### src/hw/rtl/mbbt_pkg.sv
// Package for the mask bounding box tracker: payload structs, internal
// control structs, reset values and register codes. No dependencies.
package mbbt_pkg;

   localparam int COORD_W = 11;
   localparam int PIX_W = 10;
   localparam int CSR_ADDR_W = 4;
   localparam int CSR_DATA_W = 32;

   localparam logic [1:0] CSR_FRAME_HEIGHT = 2'd0;
   localparam logic [1:0] CSR_FRAME_WIDTH = 2'd1;
   localparam logic [1:0] CSR_MARGIN = 2'd2;
   localparam logic [1:0] CSR_CROSSING_LINE = 2'd3;

   localparam logic [COORD_W-1:0] HEIGHT_RESET = 11'd480;
   localparam logic [COORD_W-1:0] WIDTH_RESET = 11'd640;
   localparam logic [PIX_W-1:0] MARGIN_RESET = 10'd75;
   localparam logic [COORD_W-1:0] LINE_RESET = 11'd240;

   localparam logic [7:0] REPS_MAX = 8'd255;
   localparam logic [7:0] REPS_TARGET = 8'd3;

   typedef struct packed {
      logic [PIX_W-1:0] row;
      logic [PIX_W-1:0] col;
      logic is_hand;
      logic frame_end;
   } req_type;

   typedef struct packed {
      logic [COORD_W-1:0] box_top;
      logic [COORD_W-1:0] box_bottom;
      logic [COORD_W-1:0] box_left;
      logic [COORD_W-1:0] box_right;
      logic [7:0] rep_count;
      logic reps_done;
   } rsp_type;

   typedef struct packed {
      logic [COORD_W-1:0] top;
      logic [COORD_W-1:0] bottom;
      logic [COORD_W-1:0] left;
      logic [COORD_W-1:0] right;
   } box_type;

   typedef struct packed {
      logic [COORD_W-1:0] height;
      logic [COORD_W-1:0] width;
      logic [PIX_W-1:0] margin;
   } front_cfg_type;

   typedef struct packed {
      logic set_bottom;
      logic [COORD_W-1:0] bottom;
      logic set_right;
      logic [COORD_W-1:0] right;
   } cfg_ctrl_type;

endpackage

### src/hw/rtl/mbbt_front.sv
// Front of the tracker: tests each pixel against the edge windows, keeps
// the extreme hits and forms the next search box at frame end. Uses mbbt_pkg.
module mbbt_front import mbbt_pkg::*; (
   input logic clock,
   input logic reset,
   input req_type pix,
   input logic accept,
   input front_cfg_type cfg,
   input cfg_ctrl_type ctl,
   output logic push,
   output box_type box_out
);

   box_type cur_ff, cur_in;
   logic [PIX_W-1:0] min_row_ff, max_row_ff, min_col_ff, max_col_ff;
   logic [PIX_W-1:0] min_row_in, max_row_in, min_col_in, max_col_in;
   logic [3:0] ok_ff, ok_in;

   logic [COORD_W-1:0] row_x, col_x, badj, radj, bot_sum, rgt_sum;
   logic hit_top, hit_bot, hit_lft, hit_rgt, rin;
   logic [PIX_W-1:0] min_row_n, max_row_n, min_col_n, max_col_n;
   logic [3:0] ok_n;
   box_type nbox;

   always_comb begin
      row_x = {1'b0, pix.row};
      col_x = {1'b0, pix.col};
      badj = (cur_ff.bottom == cfg.height) ? cur_ff.bottom - 11'd1 : cur_ff.bottom;
      radj = (cur_ff.right == cfg.width) ? cur_ff.right - 11'd1 : cur_ff.right;
      rin = pix.is_hand && (row_x >= cur_ff.top);
      hit_top = rin && (row_x < cur_ff.bottom) && (col_x > cur_ff.left)
         && (col_x < cur_ff.right);
      hit_bot = rin && (row_x <= badj) && (col_x >= cur_ff.left) && (col_x < cur_ff.right);
      hit_lft = rin && (row_x < badj) && (col_x >= cur_ff.left) && (col_x < cur_ff.right);
      hit_rgt = rin && (row_x < badj) && (col_x >= cur_ff.left) && (col_x <= radj);

      min_row_n = (hit_top && (!ok_ff[0] || pix.row < min_row_ff)) ? pix.row : min_row_ff;
      max_row_n = (hit_bot && (!ok_ff[1] || pix.row > max_row_ff)) ? pix.row : max_row_ff;
      min_col_n = (hit_lft && (!ok_ff[2] || pix.col < min_col_ff)) ? pix.col : min_col_ff;
      max_col_n = (hit_rgt && (!ok_ff[3] || pix.col > max_col_ff)) ? pix.col : max_col_ff;
      ok_n = ok_ff | {hit_rgt, hit_lft, hit_bot, hit_top};

      bot_sum = {1'b0, max_row_n} + {1'b0, cfg.margin};
      rgt_sum = {1'b0, max_col_n} + {1'b0, cfg.margin};

      nbox.top = cur_ff.top;
      if (ok_n[0]) begin
         nbox.top = (min_row_n < cfg.margin) ? '0 : {1'b0, min_row_n - cfg.margin};
      end
      nbox.bottom = badj;
      if (ok_n[1]) begin
         nbox.bottom = (bot_sum > cfg.height) ? cfg.height : bot_sum;
      end
      nbox.left = cur_ff.left;
      if (ok_n[2]) begin
         nbox.left = (min_col_n < cfg.margin) ? '0 : {1'b0, min_col_n - cfg.margin};
      end
      nbox.right = radj;
      if (ok_n[3]) begin
         nbox.right = (rgt_sum > cfg.width) ? cfg.width : rgt_sum;
      end

      push = accept && pix.frame_end;
      box_out = nbox;

      cur_in = cur_ff;
      min_row_in = min_row_ff;
      max_row_in = max_row_ff;
      min_col_in = min_col_ff;
      max_col_in = max_col_ff;
      ok_in = ok_ff;
      if (accept) begin
         min_row_in = min_row_n;
         max_row_in = max_row_n;
         min_col_in = min_col_n;
         max_col_in = max_col_n;
         ok_in = ok_n;
         if (pix.frame_end) begin
            cur_in = nbox;
            ok_in = '0;
         end
      end
      if (ctl.set_bottom) begin
         cur_in.bottom = ctl.bottom;
      end
      if (ctl.set_right) begin
         cur_in.right = ctl.right;
      end
   end

   always_ff @(posedge clock) begin
      if (reset) begin
         cur_ff.top <= '0;
         cur_ff.bottom <= HEIGHT_RESET - 11'd1;
         cur_ff.left <= '0;
         cur_ff.right <= WIDTH_RESET - 11'd1;
         ok_ff <= '0;
      end else begin
         cur_ff <= cur_in;
         ok_ff <= ok_in;
      end
      min_row_ff <= min_row_in;
      max_row_ff <= max_row_in;
      min_col_ff <= min_col_in;
      max_col_ff <= max_col_in;
   end

endmodule

### src/hw/rtl/mbbt_queue.sv
// Two-entry queue of finished boxes between front and back.
// Uses mbbt_pkg for box_type.
module mbbt_queue import mbbt_pkg::*; (
   input logic clock,
   input logic reset,
   input logic push,
   input box_type push_box,
   input logic pop,
   output logic full,
   output logic not_empty,
   output box_type head
);

   box_type entry_ff [2];
   logic wr_ptr_ff, wr_ptr_in, rd_ptr_ff, rd_ptr_in;
   logic [1:0] count_ff, count_in;

   always_comb begin
      full = (count_ff == 2'd2);
      not_empty = (count_ff != 2'd0);
      head = entry_ff[rd_ptr_ff];
      wr_ptr_in = push ? ~wr_ptr_ff : wr_ptr_ff;
      rd_ptr_in = pop ? ~rd_ptr_ff : rd_ptr_ff;
      count_in = count_ff + {1'b0, push} - {1'b0, pop};
   end

   always_ff @(posedge clock) begin
      if (reset) begin
         wr_ptr_ff <= 1'b0;
         rd_ptr_ff <= 1'b0;
         count_ff <= '0;
      end else begin
         wr_ptr_ff <= wr_ptr_in;
         rd_ptr_ff <= rd_ptr_in;
         count_ff <= count_in;
      end
      if (push) begin
         entry_ff[wr_ptr_ff] <= push_box;
      end
   end

endmodule

### src/hw/rtl/mbbt_back.sv
// Back of the tracker: takes a box from the queue, updates the repetition
// counter from its centre and holds the result beat. Uses mbbt_pkg.
module mbbt_back import mbbt_pkg::*; (
   input logic clock,
   input logic reset,
   input logic q_not_empty,
   input box_type q_head,
   input logic [COORD_W-1:0] crossing_line,
   output logic q_pop,
   output logic rsp_valid,
   input logic rsp_ready,
   output rsp_type rsp_data
);

   logic rsp_valid_ff, rsp_valid_in;
   rsp_type rsp_data_ff, rsp_data_in;
   logic [7:0] reps_ff, reps_in;
   logic up_ff, up_in;
   logic signed [12:0] diff, half, centre, line_x;

   always_comb begin
      diff = $signed({2'b0, q_head.bottom}) - $signed({2'b0, q_head.top});
      half = (diff + $signed({12'd0, diff[12]})) >>> 1;
      centre = half + $signed({2'b0, q_head.top});
      line_x = $signed({2'b0, crossing_line});
      q_pop = q_not_empty && (!rsp_valid_ff || rsp_ready);

      reps_in = reps_ff;
      up_in = up_ff;
      if (up_ff) begin
         if (centre >= line_x) begin
            if (reps_ff != REPS_MAX) begin
               reps_in = reps_ff + 8'd1;
            end
            up_in = 1'b0;
         end
      end else if (centre < line_x) begin
         up_in = 1'b1;
      end

      rsp_data_in.box_top = q_head.top;
      rsp_data_in.box_bottom = q_head.bottom;
      rsp_data_in.box_left = q_head.left;
      rsp_data_in.box_right = q_head.right;
      rsp_data_in.rep_count = reps_in;
      rsp_data_in.reps_done = (reps_in == REPS_TARGET);

      rsp_valid_in = q_pop || (rsp_valid_ff && !rsp_ready);
   end

   always_ff @(posedge clock) begin
      if (reset) begin
         rsp_valid_ff <= 1'b0;
         reps_ff <= '0;
         up_ff <= 1'b0;
      end else begin
         rsp_valid_ff <= rsp_valid_in;
         if (q_pop) begin
            reps_ff <= reps_in;
            up_ff <= up_in;
         end
      end
      if (q_pop) begin
         rsp_data_ff <= rsp_data_in;
      end
   end

   assign rsp_valid = rsp_valid_ff;
   assign rsp_data = rsp_data_ff;

endmodule

### src/hw/rtl/mask_bounding_box_tracker_unit.sv
// Top level of the mask bounding box tracker: register port, front, queue
// and back. Uses mbbt_pkg, mbbt_front, mbbt_queue and mbbt_back.
//
//   channel  dir  handshake           beat
//   req_     in   req_valid/ready     one pixel (row, col, is_hand, frame_end)
//   rsp_     out  rsp_valid/ready     one box and rep count per frame end
//   csr_     in   psel/penable/pready four 32-bit registers at 0x0..0xC
//
// One pixel per cycle while req_ready is high; the front updates the hit
// extremes when a pixel is taken and the search box when a frame-end pixel
// is taken. That box goes through a two-entry queue to the back, which
// registers the result beat as it pops the box. req_ready drops only while
// the queue is full under a stalled rsp_ready. Reset is synchronous; no clearing pass.
module mask_bounding_box_tracker_unit import mbbt_pkg::*; #(
   parameter int MAX_HEIGHT = 1024,
   parameter int MAX_WIDTH = 1024
) (
   input logic clock,
   input logic reset,
   input logic req_valid,
   output logic req_ready,
   input req_type req_data,
   output logic rsp_valid,
   input logic rsp_ready,
   output rsp_type rsp_data,
   input logic csr_psel,
   input logic csr_penable,
   input logic csr_pwrite,
   input logic [CSR_ADDR_W-1:0] csr_paddr,
   input logic [CSR_DATA_W-1:0] csr_pwdata,
   output logic [CSR_DATA_W-1:0] csr_prdata,
   output logic csr_pready
);

   logic [COORD_W-1:0] height_ff, height_in, width_ff, width_in, line_ff, line_in;
   logic [PIX_W-1:0] margin_ff, margin_in;
   logic csr_wr;
   logic [1:0] csr_idx;
   logic [COORD_W-1:0] wval;
   front_cfg_type fcfg;
   cfg_ctrl_type ctl;
   logic accept, push, q_full, q_not_empty, q_pop;
   box_type push_box, q_head;

   always_comb begin
      csr_pready = 1'b1;
      csr_wr = csr_psel && csr_penable && csr_pwrite;
      csr_idx = csr_paddr[3:2];
      wval = csr_pwdata[COORD_W-1:0];
      height_in = height_ff;
      width_in = width_ff;
      margin_in = margin_ff;
      line_in = line_ff;
      ctl = '0;
      if (csr_wr) begin
         unique case (csr_idx)
            CSR_FRAME_HEIGHT: begin
               if (wval == '0) begin
                  height_in = 11'd1;
               end else if ({2'b0, wval} > 13'(MAX_HEIGHT)) begin
                  height_in = 11'(MAX_HEIGHT);
               end else begin
                  height_in = wval;
               end
               ctl.set_bottom = 1'b1;
               ctl.bottom = height_in - 11'd1;
            end
            CSR_FRAME_WIDTH: begin
               if (wval == '0) begin
                  width_in = 11'd1;
               end else if ({2'b0, wval} > 13'(MAX_WIDTH)) begin
                  width_in = 11'(MAX_WIDTH);
               end else begin
                  width_in = wval;
               end
               ctl.set_right = 1'b1;
               ctl.right = width_in - 11'd1;
            end
            CSR_MARGIN: begin
               margin_in = csr_pwdata[PIX_W-1:0];
            end
            CSR_CROSSING_LINE: begin
               line_in = wval;
            end
            default: begin
            end
         endcase
      end
      csr_prdata = '0;
      unique case (csr_idx)
         CSR_FRAME_HEIGHT: csr_prdata = {21'd0, height_ff};
         CSR_FRAME_WIDTH: csr_prdata = {21'd0, width_ff};
         CSR_MARGIN: csr_prdata = {22'd0, margin_ff};
         CSR_CROSSING_LINE: csr_prdata = {21'd0, line_ff};
         default: csr_prdata = '0;
      endcase
      fcfg.height = height_ff;
      fcfg.width = width_ff;
      fcfg.margin = margin_ff;
      req_ready = !q_full;
      accept = req_valid && req_ready;
   end

   always_ff @(posedge clock) begin
      if (reset) begin
         height_ff <= HEIGHT_RESET;
         width_ff <= WIDTH_RESET;
         margin_ff <= MARGIN_RESET;
         line_ff <= LINE_RESET;
      end else begin
         height_ff <= height_in;
         width_ff <= width_in;
         margin_ff <= margin_in;
         line_ff <= line_in;
      end
   end

   mbbt_front u_front (
      .clock(clock),
      .reset(reset),
      .pix(req_data),
      .accept(accept),
      .cfg(fcfg),
      .ctl(ctl),
      .push(push),
      .box_out(push_box)
   );

   mbbt_queue u_queue (
      .clock(clock),
      .reset(reset),
      .push(push),
      .push_box(push_box),
      .pop(q_pop),
      .full(q_full),
      .not_empty(q_not_empty),
      .head(q_head)
   );

   mbbt_back u_back (
      .clock(clock),
      .reset(reset),
      .q_not_empty(q_not_empty),
      .q_head(q_head),
      .crossing_line(line_ff),
      .q_pop(q_pop),
      .rsp_valid(rsp_valid),
      .rsp_ready(rsp_ready),
      .rsp_data(rsp_data)
   );

endmodule
### config.mk
export PLATFORM = sky130hd
export DESIGN_NAME = mask_bounding_box_tracker_unit
export DESIGN_NICKNAME = d
export VERILOG_FILES = /design/src/hw/rtl/mbbt_pkg.sv /design/src/hw/rtl/mbbt_front.sv /design/src/hw/rtl/mbbt_queue.sv /design/src/hw/rtl/mbbt_back.sv /design/src/hw/rtl/mask_bounding_box_tracker_unit.sv
export SDC_FILE = /design/constraint.sdc
export NUM_CORES = 1
export LEC_CHECK = 0
export BUFFER_PORTS_ARGS = -buffer_cell sky130_fd_sc_hd__buf_2
export CAP_MARGIN = 10
export CORE_MARGIN = 2
export CORE_UTILIZATION = 43
export CTS_CLUSTER_DIAMETER = 30
export DETAILED_ROUTE_END_ITERATION = 8
export PLACE_DENSITY_LB_ADDON = 0.05
export SETUP_SLACK_MARGIN = 0.02
export SYNTH_ARGS = -nofsm -noshare
export SYNTH_HDL_FRONTEND = slang
export SYNTH_SLANG_ARGS = --single-unit
### constraint.sdc
create_clock -name clock -period 11.7 [get_ports clock]
set_clock_uncertainty 0.05 [all_clocks]
set_input_delay 1.755 -clock clock [delete_from_list [all_inputs] [get_ports clock]]
set_output_delay 1.755 -clock clock [all_outputs]
set_load 0.005 [all_outputs]
==> summary.txt <==
Flow run
  • Max Cap Viol: 0

Setup path
  • RR Endpoint: u_queue.entry_ff[1][9]
  • Worst path max stage delay: 630 ps
  • R2R depth: 33
  • CP startpoint: width_ff[2]
  • R2r setup slk: 3140 ps
  • Critical path startpoint category: register
  • WP data required: 11980 ps
  • WP data arrival: 8840 ps
  • CP Capture Type: register
  • Setup CP Type: register to register
  • FF-to-FF Start: width_ff[2]
  • CP max-delay cell: nor3_1
  • Critical path fanouts, max: 18

Detailed routing
  • Routed length per instance: 20.16 µm
  • DRC: 0
  • Drt pass-1 iters: 5
  • Initial DRC count: 946
  • Final ANT Viol Nets: 0
  • Vias: 14.54k
  • DR vias/cell: 5.412
  • Drt total wl: 54170 µm

Timing
  • Hold Fails Final Rpt: 0
  • Max frequency: 116.8 MHz
  • Min cycle time layout: 8564 ps
  • Period utilization: 0.7319
  • Slew at the pin closest to its max-slew limit: 1231 ps
  • TNS Setup: 0 ps
  • Final max-slew violation count: 0
  • Finish-stage setup viols: 0
  • Slew HR: 0.1736
  • RSZ-0062 raised after global routing: false

Power and ir drop
  • Peak supply drop: 0.1441 mV
  • Pleak: 9.447 nW
  • Power Density: 236.2 nW/µm²

Placed design
  • IO Port Bufs: 107
  • Post-DP HPWL: 40580 µm
  • Area after DPL: 20000 µm²
  • Gpl congestion: 0.9210

Synthesis
  • Synthesized area: 18890 µm²
  • Synth Instances: 1886
  • Post-synthesis sequential area ratio: 0.4000
  • Number of synthesized flops with an enable pin: 181
  • Largest cells by area after synthesis: edfxtp_1, ha_1, dfxtp_1, mux2_2, xnor2_1
  • Yosys warnings: 0
  • Syn_area_per_cell: 10.02 µm²
  • Top-area cell type share of the netlist area: 0.2877
  • Synthesis-stage register bit count: 287
  • Top FF cell, synth: edfxtp_1
  • Yosys cell types: 87
  • Post-synth ARST share: 0
  • Post-synth top area cell: edfxtp_1

Finish
  • Final nets: 2304
  • Most common cell after layout, fill and taps aside: ha_1
  • Share of cells above drive strength 1: 0.1917
  • Synth-to-layout area growth: 20.13%
  • # diodes: 0
  • Design area: 22700 µm²
  • Leading cell types in the layout, fill and taps excluded: ha_1, edfxtp_1, inv_1, nand2_1, nor2_1

Floorplanning
  • Horiz. Die Dim: 213.6 µm
  • CORE AREA: 43270 µm²
  • # IOs: 153
  • Initial core utilization: 0.4367
  • Die area: 45630 µm²
  • Die Ht: 213.6 µm
  • Placement row count: 76

Status
  • Status: finished clean

Worst hold path
  • Hold Crit Depth: 2
  • Min-Delay Path Class: register to register
  • Worst hold endpoint: u_front.cur_ff[17]
  • Hold_sp: u_front.cur_ff[17]

Clocking
  • Post-CTS Resized: 0
  • CTS H-Tree Depth: 3
  • CTS tree: built
  • CTS max path bufs: 3
  • Hold-fix buffers at CTS: 0
  • CTS Buf Count: 80
  • Worst skew pair latency: 610 ps
  • Clock Root Buffer: clkbuf_16
  • Clock sink count: 287
  • Clk pin slew, worst setup/hold paths: 40 ps
  • Post-CTS setup buffers: 0

Global routing
  • First-pass GRT wire length: 82680 µm
  • Vias in the first global route: 14.37k
  • Initial antenna violation count: 0
  • Largest net degree at the start of global routing: 66
  • Total GRT Usage: 0.2429
  • Overflow after GRT: 0
==> Yosys cell counts (all sizes together), types with 7 or more instances <==
master  number
a211oi      13
a21o        38
a21oi      112
a22oi        7
a31oi        9
and2        14
and3         8
buf         39
clkbuf      40
dfxtp      106
edfxtp     181
ha         198
inv        176
mux2        91
mux2i       61
mux4        10
nand2      154
nand2b      17
nand3       26
nand4       35
nor2       126
nor2b       34
nor3        36
nor4        14
o211ai      23
o21a        36
o21ai       66
o221a        8
xnor2       81
xor2        16
==> cell families (layout without fill, tap and decap cells) <==
logic type,after synthesis,in the layout,share of synthesized area
AOI/OAI and AO/OA,392,392,0.1412
xor gates and xnor gates,97,97,0.04497
adders and majority gates,204,204,0.1375
buffers and inverters,257,453,0.05570
DFF,287,287,0.4000
muxes,162,162,0.09887
other,2,22,0.0003975
and+or+nand+nor,485,485,0.1214
==> worst max path at each step <==
stage	cells past startpoint	end
2_1_floorplan	28	u_front.cur_ff[22]
3_3_place_gp	25	u_queue.entry_ff[0][9]
3_5_place_dp	25	u_queue.entry_ff[1][9]
4_1_cts	33	u_queue.entry_ff[0][9]
5_1_grt	34	u_queue.entry_ff[0][9]
6_report	33	u_queue.entry_ff[1][9]
==> sequential cells by signal (all words and copies together) (netlist names), 10 cells and up, named ones only <==
register and flops:
u_queue.entry_ff 88, u_back.rsp_data 53, u_front.cur_ff 44, height_ff 11, line_ff 11, width_ff 11
margin_ff 10, u_front.max_col_ff 10, u_front.max_row_ff 10, u_front.min_col_ff 10, u_front.min_row_ff 10
==> stage by stage <==
stage	hold slack (ps)	std cells	utilization	setup slack, ps	total power [mW]
final	419.0	2687	0.5246	3136	5.360
after global routing	433.8	2687	0.5246	2327	5.725
after detailed placement	412.9	2537	0.4623	3100	3.251
after floorplan	395.9	1906	-	3698	2.749
after global placement	406.3	2537	0.4623	3104	3.218
after CTS	419.1	2686	0.5243	3200	5.409
==> worst max-delay path: cells and delay by family (launching register included) <==
kind / cells / cell delay, ps
mux: 1 / 390
fa+ha+maj: 3 / 900
simple gates: 8 / 1610
buf+inv: 1 / 100
flops: 1 / 510
xor+xnor: 3 / 650
compound gates: 17 / 4100
==> per-layer routing <==
layer | track usage | vias up | share of wire
met1 | 0.3343 | 6907 | 0.47
met5 | 0 | - | 0
li1 | - | 7147 | -
met3 | 0.04906 | 104 | 0.058
met2 | 0.3765 | 384 | 0.44
met4 | 0.09363 | 0 | 0.033
==> report_power, final <==
| part | switching (mW) | internal [mW] |
|---|---|---|
| Clock | 0.683 | 1.45 |
| Sequential | 0.0572 | 1.28 |
| Combinational | 1.10 | 0.787 |
==> area by class of cell <==
type / count / area (µm²)
clock buffer: 87 / 2059
sequential: 287 / 7559
tap: 585 / 732.0
clock inverter: 62 / 623.1
fill: 3947 / 20570
inverter: 178 / 668.1
multi-input combinational: 1362 / 10370
timing repair buffer: 126 / 681.9
Note: power is estimated with default switching activity, not from simulation.
